===== config.mk =====
export PLATFORM = sky130hd
export DESIGN_NAME = f8_instruction_execute_top_flat
export DESIGN_NICKNAME = d
export VERILOG_FILES = /design/src/sv/f8ie_pkg.sv /design/src/sv/f8ie_in_if.sv /design/src/sv/f8ie_out_if.sv /design/src/sv/f8_instruction_execute_top.sv /design/src/sv/f8ie_alu.sv /design/src/flat_wrapper.sv
export SDC_FILE = /design/constraint.sdc
export NUM_CORES = 2
export LEC_CHECK = 0
export BUFFER_PORTS_ARGS = -buffer_cell sky130_fd_sc_hd__buf_2
export CORE_MARGIN = 3
export CORE_UTILIZATION = 45
export DETAILED_ROUTE_END_ITERATION = 10
export PLACE_DENSITY_LB_ADDON = 0.2
export SKIP_LAST_GASP = 1
export SLEW_MARGIN = 10
export SYNTH_ARGS = -nofsm -noshare
export SYNTH_HDL_FRONTEND = slang
export SYNTH_HIERARCHICAL = 1
export SYNTH_SLANG_ARGS = --single-unit

===== constraint.sdc =====
create_clock -name clk -period 8.73 [get_ports clk]
set_input_delay 1.3095 -clock clk [delete_from_list [all_inputs] [get_ports clk]]
set_output_delay 1.3095 -clock clk [all_outputs]
set_load 0.03 [all_outputs]

===== src/sv/f8ie_pkg.sv =====
`timescale 1ns / 1ps
package f8ie_pkg;

    localparam int FLAG_W     = 5;
    localparam int FLAG_SIGN  = 0;
    localparam int FLAG_CARRY = 1;
    localparam int FLAG_ZERO  = 2;
    localparam int FLAG_OVF   = 3;
    localparam int FLAG_ICB   = 4;

    localparam int SCRATCH_DEPTH = 64;
    localparam int SCRATCH_AW    = 6;

    // scratchpad registers with fixed roles
    localparam logic [SCRATCH_AW-1:0] SR_J  = 6'd9;
    localparam logic [SCRATCH_AW-1:0] SR_HU = 6'd10;
    localparam logic [SCRATCH_AW-1:0] SR_HL = 6'd11;
    localparam logic [SCRATCH_AW-1:0] SR_KU = 6'd12;
    localparam logic [SCRATCH_AW-1:0] SR_KL = 6'd13;
    localparam logic [SCRATCH_AW-1:0] SR_QU = 6'd14;
    localparam logic [SCRATCH_AW-1:0] SR_QL = 6'd15;

    // register field codes
    localparam logic [3:0] RF_DIRECT_LAST = 4'd11;
    localparam logic [3:0] RF_ISAR_INC    = 4'd13;
    localparam logic [3:0] RF_ISAR_DEC    = 4'd14;
    localparam logic [3:0] RF_NONE        = 4'd15;

    // opcode groups (high nibble)
    localparam logic [3:0] GRP_DS   = 4'h3;
    localparam logic [3:0] GRP_LRAR = 4'h4;
    localparam logic [3:0] GRP_LRRA = 4'h5;
    localparam logic [3:0] GRP_LIS  = 4'h6;
    localparam logic [3:0] GRP_LISA = 4'h7;
    localparam logic [3:0] GRP_MEM  = 4'h8;
    localparam logic [3:0] GRP_BF   = 4'h9;
    localparam logic [3:0] GRP_INS  = 4'hA;
    localparam logic [3:0] GRP_OUTS = 4'hB;
    localparam logic [3:0] GRP_AS   = 4'hC;
    localparam logic [3:0] GRP_ASD  = 4'hD;
    localparam logic [3:0] GRP_XS   = 4'hE;
    localparam logic [3:0] GRP_NS   = 4'hF;

    localparam logic [7:0] OP_XFER_LAST = 8'h07;
    localparam logic [7:0] OP_LR_KP   = 8'h08;
    localparam logic [7:0] OP_LR_PK   = 8'h09;
    localparam logic [7:0] OP_LR_AIS  = 8'h0A;
    localparam logic [7:0] OP_LR_ISA  = 8'h0B;
    localparam logic [7:0] OP_PK      = 8'h0C;
    localparam logic [7:0] OP_LR_P0Q  = 8'h0D;
    localparam logic [7:0] OP_LR_QDC  = 8'h0E;
    localparam logic [7:0] OP_LR_DCQ  = 8'h0F;
    localparam logic [7:0] OP_LR_DCH  = 8'h10;
    localparam logic [7:0] OP_LR_HDC  = 8'h11;
    localparam logic [7:0] OP_SR1     = 8'h12;
    localparam logic [7:0] OP_SL1     = 8'h13;
    localparam logic [7:0] OP_SR4     = 8'h14;
    localparam logic [7:0] OP_SL4     = 8'h15;
    localparam logic [7:0] OP_LM      = 8'h16;
    localparam logic [7:0] OP_ST      = 8'h17;
    localparam logic [7:0] OP_COM     = 8'h18;
    localparam logic [7:0] OP_LNK     = 8'h19;
    localparam logic [7:0] OP_DI      = 8'h1A;
    localparam logic [7:0] OP_EI      = 8'h1B;
    localparam logic [7:0] OP_POP     = 8'h1C;
    localparam logic [7:0] OP_LR_WJ   = 8'h1D;
    localparam logic [7:0] OP_LR_JW   = 8'h1E;
    localparam logic [7:0] OP_INC     = 8'h1F;
    localparam logic [7:0] OP_LI      = 8'h20;
    localparam logic [7:0] OP_NI      = 8'h21;
    localparam logic [7:0] OP_OI      = 8'h22;
    localparam logic [7:0] OP_XI      = 8'h23;
    localparam logic [7:0] OP_AI      = 8'h24;
    localparam logic [7:0] OP_CI      = 8'h25;
    localparam logic [7:0] OP_IN      = 8'h26;
    localparam logic [7:0] OP_OUT     = 8'h27;
    localparam logic [7:0] OP_PI      = 8'h28;
    localparam logic [7:0] OP_JMP     = 8'h29;
    localparam logic [7:0] OP_DCI     = 8'h2A;
    localparam logic [7:0] OP_NOP     = 8'h2B;
    localparam logic [7:0] OP_XDC     = 8'h2C;

    // low nibble codes in the memory group
    localparam logic [3:0] MOP_AM  = 4'h8;
    localparam logic [3:0] MOP_AMD = 4'h9;
    localparam logic [3:0] MOP_NM  = 4'hA;
    localparam logic [3:0] MOP_OM  = 4'hB;
    localparam logic [3:0] MOP_XM  = 4'hC;
    localparam logic [3:0] MOP_CM  = 4'hD;
    localparam logic [3:0] MOP_ADC = 4'hE;
    localparam logic [3:0] MOP_BR7 = 4'hF;

    localparam logic [3:0] INS_PORT0 = 4'd0;
    localparam logic [3:0] INS_PORT1 = 4'd1;
    localparam logic [3:0] INS_PORT4 = 4'd4;

    typedef struct packed {
        logic [7:0] func;
        logic [7:0] imm_first;
        logic [7:0] imm_second;
        logic [7:0] mem_data;
        logic [7:0] port_data;
    } in_word_t;

    typedef struct packed {
        logic [15:0]       next_pc;
        logic [7:0]        accumulator;
        logic [FLAG_W-1:0] status_flags;
        logic [15:0]       data_counter;
        logic              port_write;
        logic [3:0]        port_number;
        logic [7:0]        port_value;
        logic              store_write;
        logic [15:0]       store_address;
        logic              bad_opcode;
    } out_word_t;

endpackage


===== src/sv/f8ie_in_if.sv =====
`timescale 1ns / 1ps
interface f8ie_in_if;
    import f8ie_pkg::*;
    logic     valid;
    logic     ready;
    in_word_t data;
    modport source (output valid, output data, input ready);
    modport sink (input valid, input data, output ready);
endinterface


===== src/sv/f8ie_out_if.sv =====
`timescale 1ns / 1ps
interface f8ie_out_if;
    import f8ie_pkg::*;
    logic      valid;
    logic      ready;
    out_word_t data;
    modport source (output valid, output data, input ready);
    modport sink (input valid, input data, output ready);
endinterface


===== src/sv/f8_instruction_execute_top.sv =====
`timescale 1ns / 1ps
// The edge that takes a word also registers its scratchpad reads; the execute stage
// then executes it and registers the result word.
// Throughput: one instruction per cycle, back to back; a result word held at the output
// stalls the execute stage and, behind it, the input.
// Reset: accumulator, flags, ISAR, PC0/PC1, DC0/DC1 and port latches go to zero;
// scratchpad entries read as 0xFF until first written. No clearing pass.
module f8_instruction_execute_top #(
    parameter int PORT_COUNT = 16
) (
    input  logic       clk,
    input  logic       rst_n,
    f8ie_in_if.sink    in_word,
    f8ie_out_if.source out_word
);
    import f8ie_pkg::*;

    localparam int PW = $clog2(PORT_COUNT);

    logic [7:0]        acc_reg, acc_next;
    logic [FLAG_W-1:0] flag_reg, flag_next;
    logic [5:0]        isar_reg, isar_next;
    logic [15:0]       pc0_reg, pc0_next;
    logic [15:0]       pc1_reg, pc1_next;
    logic [15:0]       dc0_reg, dc0_next;
    logic [15:0]       dc1_reg, dc1_next;
    logic [7:0]        scratch_reg [SCRATCH_DEPTH];
    logic [SCRATCH_DEPTH-1:0] scratch_vld_reg;
    logic [7:0]        latch_reg   [PORT_COUNT];
    out_word_t         out_reg, out_next;
    logic              out_valid_reg;

    in_word_t          ex_word_reg;
    logic              ex_valid_reg;
    logic              ex_fire;
    logic [7:0]        sp_rd0_reg, sp_rd1_reg;
    logic [7:0]        sp_ovr0_reg, sp_ovr0_next, sp_ovr1_reg, sp_ovr1_next;
    logic              sp_ovr0_en_reg, sp_ovr0_en_next, sp_ovr1_en_reg, sp_ovr1_en_next;
    logic [7:0]        sp0, sp1;
    logic [7:0]        nx_op;
    logic [3:0]        nx_lo;
    logic [5:0]        isar_eff;
    logic [SCRATCH_AW-1:0] ra0, ra1;

    logic       accept;
    logic [7:0] op, i1, mem, pin;
    logic [3:0] hi, lo;
    logic [15:0] pc_plus1, pc_plus2, pc_plus3, br_target, addr;
    logic [5:0] reg_idx, isar_step;
    logic [7:0] reg_val;
    logic [15:0] rd_pair;
    logic [PW-1:0] in_port;

    logic              we0, we1;
    logic [SCRATCH_AW-1:0] a0, a1;
    logic [7:0]        d0, d1;
    logic              lat_we;
    logic [PW-1:0]     lat_a;
    logic [7:0]        lat_d;
    logic [7:0]        ins_val;

    logic [7:0]        alu_a, alu_b, alu_res;
    logic              alu_cin, alu_dec, use_alu;
    logic [FLAG_W-1:0] alu_flags;

    assign ex_fire        = ex_valid_reg && (!out_valid_reg || out_word.ready);
    assign in_word.ready  = !ex_valid_reg || ex_fire;
    assign accept         = in_word.valid && in_word.ready;
    assign out_word.valid = out_valid_reg;
    assign out_word.data  = out_reg;

    // scratchpad read addresses for the incoming word
    assign nx_op    = in_word.data.func;
    assign nx_lo    = nx_op[3:0];
    assign isar_eff = ex_fire ? isar_next : isar_reg;

    always_comb
    begin
        ra0 = (nx_lo <= RF_DIRECT_LAST) ? {2'b00, nx_lo} : isar_eff;
        ra1 = SR_KL;
        if (nx_op <= OP_XFER_LAST)
        begin
            ra0 = SR_KU + {4'd0, nx_op[1:0]};
        end
        else
        begin
            case (nx_op)
                OP_LR_PK, OP_PK:
                begin
                    ra0 = SR_KU;
                    ra1 = SR_KL;
                end
                OP_LR_P0Q, OP_LR_DCQ:
                begin
                    ra0 = SR_QU;
                    ra1 = SR_QL;
                end
                OP_LR_DCH:
                begin
                    ra0 = SR_HU;
                    ra1 = SR_HL;
                end
                OP_LR_WJ:
                begin
                    ra0 = SR_J;
                end
                default:
                begin
                end
            endcase
        end
    end

    // unwritten bytes read as 0xFF; a write by the word leaving execute lands at the same edge
    always_comb
    begin
        sp_ovr0_en_next = !scratch_vld_reg[ra0];
        sp_ovr0_next    = 8'hFF;
        sp_ovr1_en_next = !scratch_vld_reg[ra1];
        sp_ovr1_next    = 8'hFF;
        if (ex_fire && we0 && a0 == ra0)
        begin
            sp_ovr0_en_next = 1'b1;
            sp_ovr0_next    = d0;
        end
        if (ex_fire && we1 && a1 == ra0)
        begin
            sp_ovr0_en_next = 1'b1;
            sp_ovr0_next    = d1;
        end
        if (ex_fire && we0 && a0 == ra1)
        begin
            sp_ovr1_en_next = 1'b1;
            sp_ovr1_next    = d0;
        end
        if (ex_fire && we1 && a1 == ra1)
        begin
            sp_ovr1_en_next = 1'b1;
            sp_ovr1_next    = d1;
        end
    end

    assign sp0 = sp_ovr0_en_reg ? sp_ovr0_reg : sp_rd0_reg;
    assign sp1 = sp_ovr1_en_reg ? sp_ovr1_reg : sp_rd1_reg;

    assign op  = ex_word_reg.func;
    assign i1  = ex_word_reg.imm_first;
    assign mem = ex_word_reg.mem_data;
    assign pin = ex_word_reg.port_data;
    assign hi  = op[7:4];
    assign lo  = op[3:0];
    assign addr      = {i1, ex_word_reg.imm_second};
    assign pc_plus1  = pc0_reg + 16'd1;
    assign pc_plus2  = pc0_reg + 16'd2;
    assign pc_plus3  = pc0_reg + 16'd3;
    assign br_target = pc_plus1 + {{8{i1[7]}}, i1};
    assign in_port   = PW'(i1);

    assign rd_pair = {sp0, sp1};
    assign reg_idx = (lo <= RF_DIRECT_LAST) ? {2'b00, lo} : isar_reg;
    assign reg_val = sp0;

    // octal auto increment / decrement stays within the low three bits
    always_comb
    begin
        isar_step = isar_reg;
        if (lo == RF_ISAR_INC)
        begin
            isar_step[2:0] = isar_reg[2:0] + 3'd1;
        end
        else if (lo == RF_ISAR_DEC)
        begin
            isar_step[2:0] = isar_reg[2:0] - 3'd1;
        end
    end

    f8ie_alu u_alu (
        .op_a    (alu_a),
        .op_b    (alu_b),
        .cin     (alu_cin),
        .decimal (alu_dec),
        .icb     (flag_reg[FLAG_ICB]),
        .result  (alu_res),
        .flags   (alu_flags)
    );

    always_comb
    begin
        acc_next  = acc_reg;
        isar_next = isar_reg;
        pc0_next  = pc_plus1;
        pc1_next  = pc1_reg;
        dc0_next  = dc0_reg;
        dc1_next  = dc1_reg;
        we0 = 1'b0; a0 = reg_idx; d0 = acc_reg;
        we1 = 1'b0; a1 = SR_KL;   d1 = acc_reg;
        lat_we = 1'b0; lat_a = PW'(lo); lat_d = acc_reg;
        ins_val = latch_reg[PW'(lo)];
        alu_a = acc_reg; alu_b = 8'd0; alu_cin = 1'b0; alu_dec = 1'b0;
        use_alu = 1'b0;
        out_next = '0;

        if (lo == RF_NONE && hi >= GRP_DS && (hi <= GRP_LRRA || hi >= GRP_AS))
        begin
            out_next.bad_opcode = 1'b1;
        end
        else if (op <= OP_XFER_LAST)
        begin
            if (op[2])
            begin
                we0 = 1'b1;
                a0  = SR_KU + {4'd0, op[1:0]};
            end
            else
            begin
                acc_next = sp0;
            end
        end
        else
        begin
            case (hi)
                GRP_DS:
                begin
                    isar_next = isar_step;
                    alu_a = reg_val; alu_b = 8'hFF; use_alu = 1'b1;
                    we0 = 1'b1; d0 = alu_res;
                end
                GRP_LRAR:
                begin
                    isar_next = isar_step;
                    acc_next  = reg_val;
                end
                GRP_LRRA:
                begin
                    isar_next = isar_step;
                    we0 = 1'b1;
                end
                GRP_LIS:
                begin
                    if (lo[3])
                    begin
                        isar_next[2:0] = lo[2:0];
                    end
                    else
                    begin
                        isar_next[5:3] = lo[2:0];
                    end
                end
                GRP_LISA:
                begin
                    acc_next = {4'd0, lo};
                end
                GRP_MEM:
                begin
                    if (!lo[3])
                    begin
                        pc0_next = ((lo[2:0] & flag_reg[2:0]) != 3'd0) ? br_target : pc_plus2;
                    end
                    else
                    begin
                        case (lo)
                            MOP_AM:
                            begin
                                alu_b = mem; use_alu = 1'b1; acc_next = alu_res;
                                dc0_next = dc0_reg + 16'd1;
                            end
                            MOP_AMD:
                            begin
                                alu_b = mem; alu_dec = 1'b1; use_alu = 1'b1;
                                acc_next = alu_res; dc0_next = dc0_reg + 16'd1;
                            end
                            MOP_NM:
                            begin
                                alu_a = acc_reg & mem; use_alu = 1'b1; acc_next = alu_res;
                                dc0_next = dc0_reg + 16'd1;
                            end
                            MOP_OM:
                            begin
                                alu_a = acc_reg | mem; use_alu = 1'b1; acc_next = alu_res;
                                dc0_next = dc0_reg + 16'd1;
                            end
                            MOP_XM:
                            begin
                                alu_a = acc_reg ^ mem; use_alu = 1'b1; acc_next = alu_res;
                                dc0_next = dc0_reg + 16'd1;
                            end
                            MOP_CM:
                            begin
                                alu_a = mem; alu_b = ~acc_reg; alu_cin = 1'b1;
                                use_alu = 1'b1; dc0_next = dc0_reg + 16'd1;
                            end
                            MOP_ADC:
                            begin
                                dc0_next = dc0_reg + {{8{acc_reg[7]}}, acc_reg};
                            end
                            default:
                            begin
                                pc0_next = (isar_reg[2:0] != 3'b111) ? br_target : pc_plus2;
                            end
                        endcase
                    end
                end
                GRP_BF:
                begin
                    pc0_next = ((lo & flag_reg[3:0]) == 4'd0) ? br_target : pc_plus2;
                end
                GRP_INS:
                begin
                    if (lo == INS_PORT0 ||
                        ((lo == INS_PORT1 || lo == INS_PORT4) &&
                         latch_reg[PW'(lo)] == 8'd0))
                    begin
                        lat_we  = 1'b1;
                        lat_d   = pin;
                        ins_val = pin;
                    end
                    alu_a = ins_val; use_alu = 1'b1; acc_next = alu_res;
                end
                GRP_OUTS:
                begin
                    lat_we = 1'b1;
                    out_next.port_write  = 1'b1;
                    out_next.port_number = lo;
                    out_next.port_value  = acc_reg;
                end
                GRP_AS, GRP_ASD, GRP_XS, GRP_NS:
                begin
                    isar_next = isar_step;
                    use_alu   = 1'b1;
                    acc_next  = alu_res;
                    case (hi)
                        GRP_AS:  alu_b = reg_val;
                        GRP_ASD:
                        begin
                            alu_b   = reg_val;
                            alu_dec = 1'b1;
                        end
                        GRP_XS:  alu_a = acc_reg ^ reg_val;
                        default: alu_a = acc_reg & reg_val;
                    endcase
                end
                default:
                begin
                    case (op)
                        OP_LR_KP:
                        begin
                            we0 = 1'b1; a0 = SR_KU; d0 = pc1_reg[15:8];
                            we1 = 1'b1; a1 = SR_KL; d1 = pc1_reg[7:0];
                        end
                        OP_LR_PK:  pc1_next = rd_pair;
                        OP_LR_AIS: acc_next = {2'b00, isar_reg};
                        OP_LR_ISA: isar_next = acc_reg[5:0];
                        OP_PK:
                        begin
                            pc1_next = pc_plus1;
                            pc0_next = rd_pair;
                        end
                        OP_LR_P0Q: pc0_next = rd_pair;
                        OP_LR_QDC:
                        begin
                            we0 = 1'b1; a0 = SR_QU; d0 = dc0_reg[15:8];
                            we1 = 1'b1; a1 = SR_QL; d1 = dc0_reg[7:0];
                        end
                        OP_LR_DCQ: dc0_next = rd_pair;
                        OP_LR_DCH: dc0_next = rd_pair;
                        OP_LR_HDC:
                        begin
                            we0 = 1'b1; a0 = SR_HU; d0 = dc0_reg[15:8];
                            we1 = 1'b1; a1 = SR_HL; d1 = dc0_reg[7:0];
                        end
                        // shifts set flags as a logical op on the shifted value
                        OP_SR1:
                        begin
                            alu_a = {1'b0, acc_reg[7:1]}; use_alu = 1'b1; acc_next = alu_res;
                        end
                        OP_SL1:
                        begin
                            alu_a = {acc_reg[6:0], 1'b0}; use_alu = 1'b1; acc_next = alu_res;
                        end
                        OP_SR4:
                        begin
                            alu_a = {4'd0, acc_reg[7:4]}; use_alu = 1'b1; acc_next = alu_res;
                        end
                        OP_SL4:
                        begin
                            alu_a = {acc_reg[3:0], 4'd0}; use_alu = 1'b1; acc_next = alu_res;
                        end
                        OP_LM:
                        begin
                            acc_next = mem;
                            dc0_next = dc0_reg + 16'd1;
                        end
                        OP_ST:
                        begin
                            out_next.store_write   = 1'b1;
                            out_next.store_address = dc0_reg;
                            dc0_next = dc0_reg + 16'd1;
                        end
                        OP_COM:
                        begin
                            alu_a = ~acc_reg; use_alu = 1'b1; acc_next = alu_res;
                        end
                        OP_LNK:
                        begin
                            alu_b = {7'd0, flag_reg[FLAG_CARRY]}; use_alu = 1'b1;
                            acc_next = alu_res;
                        end
                        OP_DI, OP_EI, OP_LR_WJ, OP_NOP:
                        begin
                        end
                        OP_POP:    pc0_next = pc1_reg;
                        OP_LR_JW:
                        begin
                            we0 = 1'b1; a0 = SR_J; d0 = {3'd0, flag_reg};
                        end
                        OP_INC:
                        begin
                            alu_b = 8'd1; use_alu = 1'b1; acc_next = alu_res;
                        end
                        OP_LI:
                        begin
                            acc_next = i1; pc0_next = pc_plus2;
                        end
                        OP_NI:
                        begin
                            alu_a = acc_reg & i1; use_alu = 1'b1; acc_next = alu_res;
                            pc0_next = pc_plus2;
                        end
                        OP_OI:
                        begin
                            alu_a = acc_reg | i1; use_alu = 1'b1; acc_next = alu_res;
                            pc0_next = pc_plus2;
                        end
                        OP_XI:
                        begin
                            alu_a = acc_reg ^ i1; use_alu = 1'b1; acc_next = alu_res;
                            pc0_next = pc_plus2;
                        end
                        OP_AI:
                        begin
                            alu_b = i1; use_alu = 1'b1; acc_next = alu_res;
                            pc0_next = pc_plus2;
                        end
                        OP_CI:
                        begin
                            alu_a = i1; alu_b = ~acc_reg; alu_cin = 1'b1; use_alu = 1'b1;
                            pc0_next = pc_plus2;
                        end
                        OP_IN:
                        begin
                            alu_a = latch_reg[in_port]; use_alu = 1'b1; acc_next = alu_res;
                            pc0_next = pc_plus2;
                        end
                        OP_OUT:
                        begin
                            lat_we = 1'b1; lat_a = in_port;
                            out_next.port_write  = 1'b1;
                            out_next.port_number = i1[3:0];
                            out_next.port_value  = acc_reg;
                            pc0_next = pc_plus2;
                        end
                        OP_PI:
                        begin
                            acc_next = i1; pc1_next = pc_plus3; pc0_next = addr;
                        end
                        OP_JMP:
                        begin
                            acc_next = i1; pc0_next = addr;
                        end
                        OP_DCI:
                        begin
                            dc0_next = addr; pc0_next = pc_plus3;
                        end
                        OP_XDC:
                        begin
                            dc0_next = dc1_reg; dc1_next = dc0_reg;
                        end
                        default: out_next.bad_opcode = 1'b1;
                    endcase
                end
            endcase
        end

        flag_next = flag_reg;
        if (use_alu)
        begin
            flag_next = alu_flags;
        end
        else if (!out_next.bad_opcode && op == OP_DI)
        begin
            flag_next[FLAG_ICB] = 1'b0;
        end
        else if (!out_next.bad_opcode && op == OP_EI)
        begin
            flag_next[FLAG_ICB] = 1'b1;
        end
        else if (!out_next.bad_opcode && op == OP_LR_WJ)
        begin
            flag_next = sp0[FLAG_W-1:0];
        end

        out_next.next_pc      = pc0_next;
        out_next.accumulator  = acc_next;
        out_next.status_flags = flag_next;
        out_next.data_counter = dc0_next;
    end

    always_ff @(posedge clk or negedge rst_n)
    begin
        if (!rst_n)
        begin
            acc_reg  <= '0;
            flag_reg <= '0;
            isar_reg <= '0;
            pc0_reg  <= '0;
            pc1_reg  <= '0;
            dc0_reg  <= '0;
            dc1_reg  <= '0;
            scratch_vld_reg <= '0;
            out_valid_reg   <= 1'b0;
            ex_valid_reg    <= 1'b0;
            sp_ovr0_reg     <= '0;
            sp_ovr1_reg     <= '0;
            sp_ovr0_en_reg  <= 1'b0;
            sp_ovr1_en_reg  <= 1'b0;
            for (int i = 0; i < PORT_COUNT; i++)
            begin
                latch_reg[i] <= '0;
            end
        end
        else
        begin
            if (ex_fire)
            begin
                acc_reg  <= acc_next;
                flag_reg <= flag_next;
                isar_reg <= isar_next;
                pc0_reg  <= pc0_next;
                pc1_reg  <= pc1_next;
                dc0_reg  <= dc0_next;
                dc1_reg  <= dc1_next;
                if (we0)
                begin
                    scratch_vld_reg[a0] <= 1'b1;
                end
                if (we1)
                begin
                    scratch_vld_reg[a1] <= 1'b1;
                end
                if (lat_we)
                begin
                    latch_reg[lat_a] <= lat_d;
                end
            end
            if (accept)
            begin
                sp_ovr0_reg    <= sp_ovr0_next;
                sp_ovr1_reg    <= sp_ovr1_next;
                sp_ovr0_en_reg <= sp_ovr0_en_next;
                sp_ovr1_en_reg <= sp_ovr1_en_next;
            end
            if (accept)
            begin
                ex_valid_reg <= 1'b1;
            end
            else if (ex_fire)
            begin
                ex_valid_reg <= 1'b0;
            end
            if (ex_fire)
            begin
                out_valid_reg <= 1'b1;
            end
            else if (out_word.ready)
            begin
                out_valid_reg <= 1'b0;
            end
        end
    end

    always_ff @(posedge clk)
    begin
        if (accept)
        begin
            ex_word_reg <= in_word.data;
            sp_rd0_reg  <= scratch_reg[ra0];
            sp_rd1_reg  <= scratch_reg[ra1];
        end
        if (ex_fire)
        begin
            out_reg <= out_next;
            if (we0)
            begin
                scratch_reg[a0] <= d0;
            end
            if (we1)
            begin
                scratch_reg[a1] <= d1;
            end
        end
    end

    // the reported counters always mirror the architectural registers
    assert property (@(posedge clk) disable iff (!rst_n)
        out_valid_reg |-> (out_reg.next_pc == pc0_reg && out_reg.data_counter == dc0_reg))
        else $error("result counters differ from PC0/DC0");

    assert property (@(posedge clk) disable iff (!rst_n)
        (out_valid_reg && out_reg.store_write) |->
            (out_reg.store_address + 16'd1 == dc0_reg))
        else $error("store address is not the data counter before increment");

    assert property (@(posedge clk) disable iff (!rst_n)
        out_valid_reg |-> !(out_reg.port_write && out_reg.store_write))
        else $error("port and store write in one word");

    assert property (@(posedge clk) disable iff (!rst_n)
        ex_fire |=> out_valid_reg)
        else $error("executed word produced no result");

    assert property (@(posedge clk) disable iff (!rst_n)
        (ex_fire && out_next.bad_opcode) |=>
            (out_reg.next_pc == $past(pc_plus1) && acc_reg == $past(acc_reg)))
        else $error("undefined opcode changed state");

endmodule


===== src/sv/f8ie_alu.sv =====
`timescale 1ns / 1ps
module f8ie_alu (
    input  logic [7:0]                  op_a,
    input  logic [7:0]                  op_b,
    input  logic                        cin,
    input  logic                        decimal,
    input  logic                        icb,
    output logic [7:0]                  result,
    output logic [f8ie_pkg::FLAG_W-1:0] flags
);
    import f8ie_pkg::*;

    logic [8:0] sum;
    logic [4:0] low_sum;
    logic [7:0] bin;
    logic       carry;
    logic       low_carry;

    assign sum       = {1'b0, op_a} + {1'b0, op_b} + {8'd0, cin};
    assign low_sum   = {1'b0, op_a[3:0]} + {1'b0, op_b[3:0]};
    assign bin       = sum[7:0];
    assign carry     = sum[8];
    assign low_carry = low_sum[4];

    // decimal adjust: add 0xA (mod 16) to each digit that gave no carry
    always_comb
    begin
        result = bin;
        if (decimal)
        begin
            result[7:4] = carry ? bin[7:4] : bin[7:4] + 4'hA;
            result[3:0] = low_carry ? bin[3:0] : bin[3:0] + 4'hA;
        end
    end

    always_comb
    begin
        flags             = '0;
        flags[FLAG_ICB]   = icb;
        flags[FLAG_CARRY] = carry;
        flags[FLAG_OVF]   = (op_a[7] ^ bin[7]) & (op_b[7] ^ bin[7]);
        flags[FLAG_ZERO]  = (bin == 8'd0);
        flags[FLAG_SIGN]  = ~bin[7];
    end

endmodule


===== src/flat_wrapper.sv =====
// flat-port wrapper written by rule: the top's interface ports become plain ports
module f8_instruction_execute_top_flat import f8ie_pkg::*;
#(
    parameter int PORT_COUNT = 16
)
  (clk, rst_n, in_word_valid, in_word_data, in_word_ready, out_word_valid, out_word_data, out_word_ready);
  f8ie_in_if in_word_i ();
  f8ie_out_if out_word_i ();
  input  logic clk;
  input  logic rst_n;
  input wire logic [$bits(in_word_i.valid)-1:0] in_word_valid;
  input wire logic [$bits(in_word_i.data)-1:0] in_word_data;
  output wire logic [$bits(in_word_i.ready)-1:0] in_word_ready;
  output wire logic [$bits(out_word_i.valid)-1:0] out_word_valid;
  output wire logic [$bits(out_word_i.data)-1:0] out_word_data;
  input wire logic [$bits(out_word_i.ready)-1:0] out_word_ready;
  assign in_word_i.valid = in_word_valid;
  assign in_word_i.data = in_word_data;
  assign in_word_ready = in_word_i.ready;
  assign out_word_valid = out_word_i.valid;
  assign out_word_data = out_word_i.data;
  assign out_word_i.ready = out_word_ready;
  f8_instruction_execute_top #(.PORT_COUNT(PORT_COUNT)) u_core (.clk(clk), .rst_n(rst_n), .in_word(in_word_i), .out_word(out_word_i));
endmodule

==> flow_metrics.py <==
metrics = {
    "clock_tree": {
        "cts_resized": 0,
        "clockBufferDepth": 3,
        "cts.sinks": 939,
        "clk-insertion-delay-late_ns": 0.72,
        "clkSlewWorstSetupHoldPaths_ns": 0.06,
        "cts_hold_buf": 0,
        "cts_made_buffers": 99,
        "post-cts-setup-buffer-count": 0,
        "cts_tree": "yes",
        "htree_levels": 3,
        "cts_root_buf": "clkbuf_16",
    },
    "timing": {
        "tightest_slew_ns": 1.25,
        "skew_ns": 0.0515,
        "finalSetupViolCount": 0,
        "drv_slew": 0,
        "tns_ns": 0,
        "grt_setup_unrepaired": "no",
        "period_minus_slack_ns": 7.59,
        "finalHoldViolCount": 0,
        "fmax_mhz": 132,
        "finalCritPeriodShare_pct": 86.9,
        "holdWs_ns": 0.462,
        "setup_ws_ns": 1.14,
        "slew_headroom_pct": 16.4,
    },
    "placed_design": {
        "routabilityCongestion": 1.02,
        "place_ws_ns": 1.19,
        "dp_hpwl_um": 114000,
        "dpl_cell_area_um2": 51400,
        "portBuffers": 121,
    },
    "layout": {
        "finalNetCount": 4614,
        "fin_area_um2": 54600,
        "largest_reg_flops": 512,
        "fillers": 9500,
        "drive_above_1_share_pct": 15.2,
        "area_growth_syn_to_layout_pct": 11.1,
    },
    "floorplan": {
        "fp-row-count": 120,
        "ios": 122,
        "core_um2": 108000,
        "die_area_um2": 113000,
        "die_x_um": 336,
        "start_util_pct": 45.7,
        "dieHeight_um": 336,
    },
    "critical_path": {
        "path_cells": "buf_4, mux4_2, mux4_2, nor4_1, a31oi_1, mux2i_1, nor2_1, o21ai_0, nand2_1, fa_1, inv_1, fa_1, nand2b_1, a21oi_1, o31a_1, nor3_2, ha_1, a211oi_1, xor2_1, a222oi_1, o21ai_4, buf_4, o22ai_1, o21ai_0",
        "critPathRequiredTime_ns": 9.34,
        "r2r_end": "u_core/sp_ovr0_reg[7]$_DFFE_PN0P_",
        "crit_type": "reg2reg",
        "slowest_delay_ns": 1.11,
        "reg2reg_from": "u_core/op[1]$_DFFE_PP_",
        "cp_slowest_cell": "edfxtp_1",
        "arrival_ns": 8.19,
        "reg2reg_depth": 24,
        "crit_path_start_kind": "register",
        "cp_max_fo": 65,
        "end_kind": "register",
        "r2r_slack_ns": 1.14,
    },
    "worst_hold_path": {
        "worstHoldPathCells": 1,
        "min_to": "u_core/scratch_vld_reg[28]$_DFFE_PN0P_",
        "min_from": "u_core/scratch_vld_reg[28]$_DFFE_PN0P_",
        "hp-class": "reg2reg",
    },
    "drt": {
        "wl_um": 167000,
        "first_iter_violations": 4684,
        "ant_nets": 0,
        "avgRoutedWirePerCell_um": 28.0,
        "drtPass1Iterations": 8,
        "drt-vias-per-instance": 6.34,
        "num_vias": 37900,
        "drc": 0,
    },
    "global_route": {
        "grt_use_total_pct": 29.2,
        "use_met3_pct": 5.62,
        "grt-busiest-layer": "met2",
        "antenna_found_initial": 7,
        "grt_max_degree": 151,
        "grt_pass1_wl_um": 246000,
        "gr-usage-met2_pct": 43.4,
        "grt_use_met1_pct": 41.5,
        "grt_pass1_vias": 36300,
        "overflow": 0,
    },
    "power": {
        "p_per_area_nw_per_um2": 249,
        "intPower_mw": 8.84,
        "power_frac_seq_pct": 41.9,
        "power_mw": 13.6,
        "clkPwrFrac_pct": 30.5,
        "switching_power_mw": 4.73,
        "p_leak_nw": 21.3,
        "vdd_drop_max_v": 0.000165,
        "comb_power_share_pct": 27.7,
        "power_switching_share_pct": 34.9,
    },
    "yosys": {
        "synthMostInstantiatedCell": "nand2_1",
        "synth_top_area_cell": "edfxtp_1",
        "synth-seq-cells": 939,
        "synth_nets": 4573,
        "synthArstFlopShare_pct": 31.4,
        "synth-seq-area-share_pct": 54.4,
        "synth_area_per_cell_um2": 11.1,
        "yosys_warnings": 6,
        "synth_edf_count": 644,
        "synth_top_area_share_pct": 39.3,
        "synth_flop_cell": "edfxtp_1",
        "synthTopCellsByArea": "edfxtp_1 39%, dfrtp_1 15%, nand2_1 5.1%",
        "synthTopCellsByCount": "669 x nand2_1, 644 x edfxtp_1, 348 x o21ai_0, 298 x nor2_1, 295 x dfrtp_1",
        "synth_area_um2": 49100,
        "postSynthCellCount": 4437,
        "ys_types": 102,
    },
    "flow_run": {
        "cap_violations": 0,
    },
    "run_status": {
        "status": "completed",
    },
}
## power by group through the flow
stage	logic [mW]	clock network [mW]	registers [mW]
global route	4.03	4.41	5.71
detailed placement	3.65	0	5.75
global placement	3.62	0	5.75
floorplan	2.40	0	5.66
CTS	3.67	4.22	5.66
finish	3.75	4.14	5.68
## cell type report
cell class | count | area [µm²] | area share, %
antenna | 2 | 5.00 | 0.00917
clock buffer | 132 | 2690 | 4.93
clock inverter | 56 | 513 | 0.940
inverter | 79 | 302 | 0.552
multi-input combinational | 3122 | 21000 | 38.5
sequential | 939 | 26700 | 49.0
tap | 1403 | 1760 | 3.22
timing repair buffer | 237 | 1560 | 2.86
## cells in the final DEF, fill, tap and decap left out, types with 25 or more instances in the layout
cell type	Yosys	routed
a221oi_1	106	106
mux2i_1	246	243
ha_1	88	88
inv_1	78	76
a31oi_1	32	32
and3_1	97	97
o21ai_0	348	344
mux4_2	80	80
nand2_1	669	666
xnor2_1	60	60
edfxtp_1	644	644
clkbuf_1	210	25
nor2_1	298	296
xor2_1	31	31
nor3_1	49	48
and2_1	28	26
buf_4	14	110
a22oi_1	49	49
nand3_1	83	83
or2_2	74	74
clkbuf_16	0	100
a211oi_1	31	30
mux2_2	77	77
buf_2	35	120
dfrtp_1	295	295
o22ai_1	65	65
a21oi_1	223	222
## worst max-delay path: cells and delay by family, from the launching register on
| kind | cells | cell delay (ns) |
|---|---|---|
| mux | 3 | 1.06 |
| flops | 1 | 1.11 |
| fa+ha+maj | 3 | 0.89 |
| xor+xnor | 1 | 0.64 |
| compound gates | 9 | 1.82 |
| simple gates | 5 | 0.94 |
| buf+inv | 3 | 0.99 |
## worst max path at each step
stage | from | endpoint | slack (ns) | depth (start not counted)
after global routing | u_core/op[1]$_DFFE_PP_ | u_core/sp_ovr0_reg[7]$_DFFE_PN0P_ | 0.71 | 24
after global placement | u_core/op[1]$_DFFE_PP_ | u_core/sp_ovr0_reg[7]$_DFFE_PN0P_ | 1.29 | 24
after CTS | u_core/op[1]$_DFFE_PP_ | u_core/sp_ovr0_reg[7]$_DFFE_PN0P_ | 1.18 | 24
after floorplan | u_core/op[1]$_DFFE_PP_ | u_core/scratch_reg[0][7]$_DFFE_PP_ | 1.76 | 22
after detailed placement | u_core/op[1]$_DFFE_PP_ | u_core/sp_ovr0_reg[7]$_DFFE_PN0P_ | 1.19 | 24
final | u_core/op[1]$_DFFE_PP_ | u_core/sp_ovr0_reg[7]$_DFFE_PN0P_ | 1.14 | 24
## per-stage QoR
step,std cells,util [%]
2_1_floorplan,4437,-
3_3_place_gp,5780,47.7
3_5_place_dp,5780,47.7
4_1_cts,5968,50.7
5_1_grt,5968,50.7
6_report,5970,50.7
## routing by layer
layer	vias up	wire length (µm)
met4	10	7920
li1	16700	-
met2	2001	72600
met5	-	65
met3	440	15600
met1	18700	70800
## cells by family after synthesis
kind of cell / synth area share [%]
and+or+nand+nor: 13.4
AOI/OAI and AO/OA: 14.2
DFF: 54.4
muxes: 10.7
buffers and inverters: 3.21
adders and majority gates: 2.42
xor gates and xnor gates: 1.65
No activity file was read; power rests on OpenSTA's default activity.
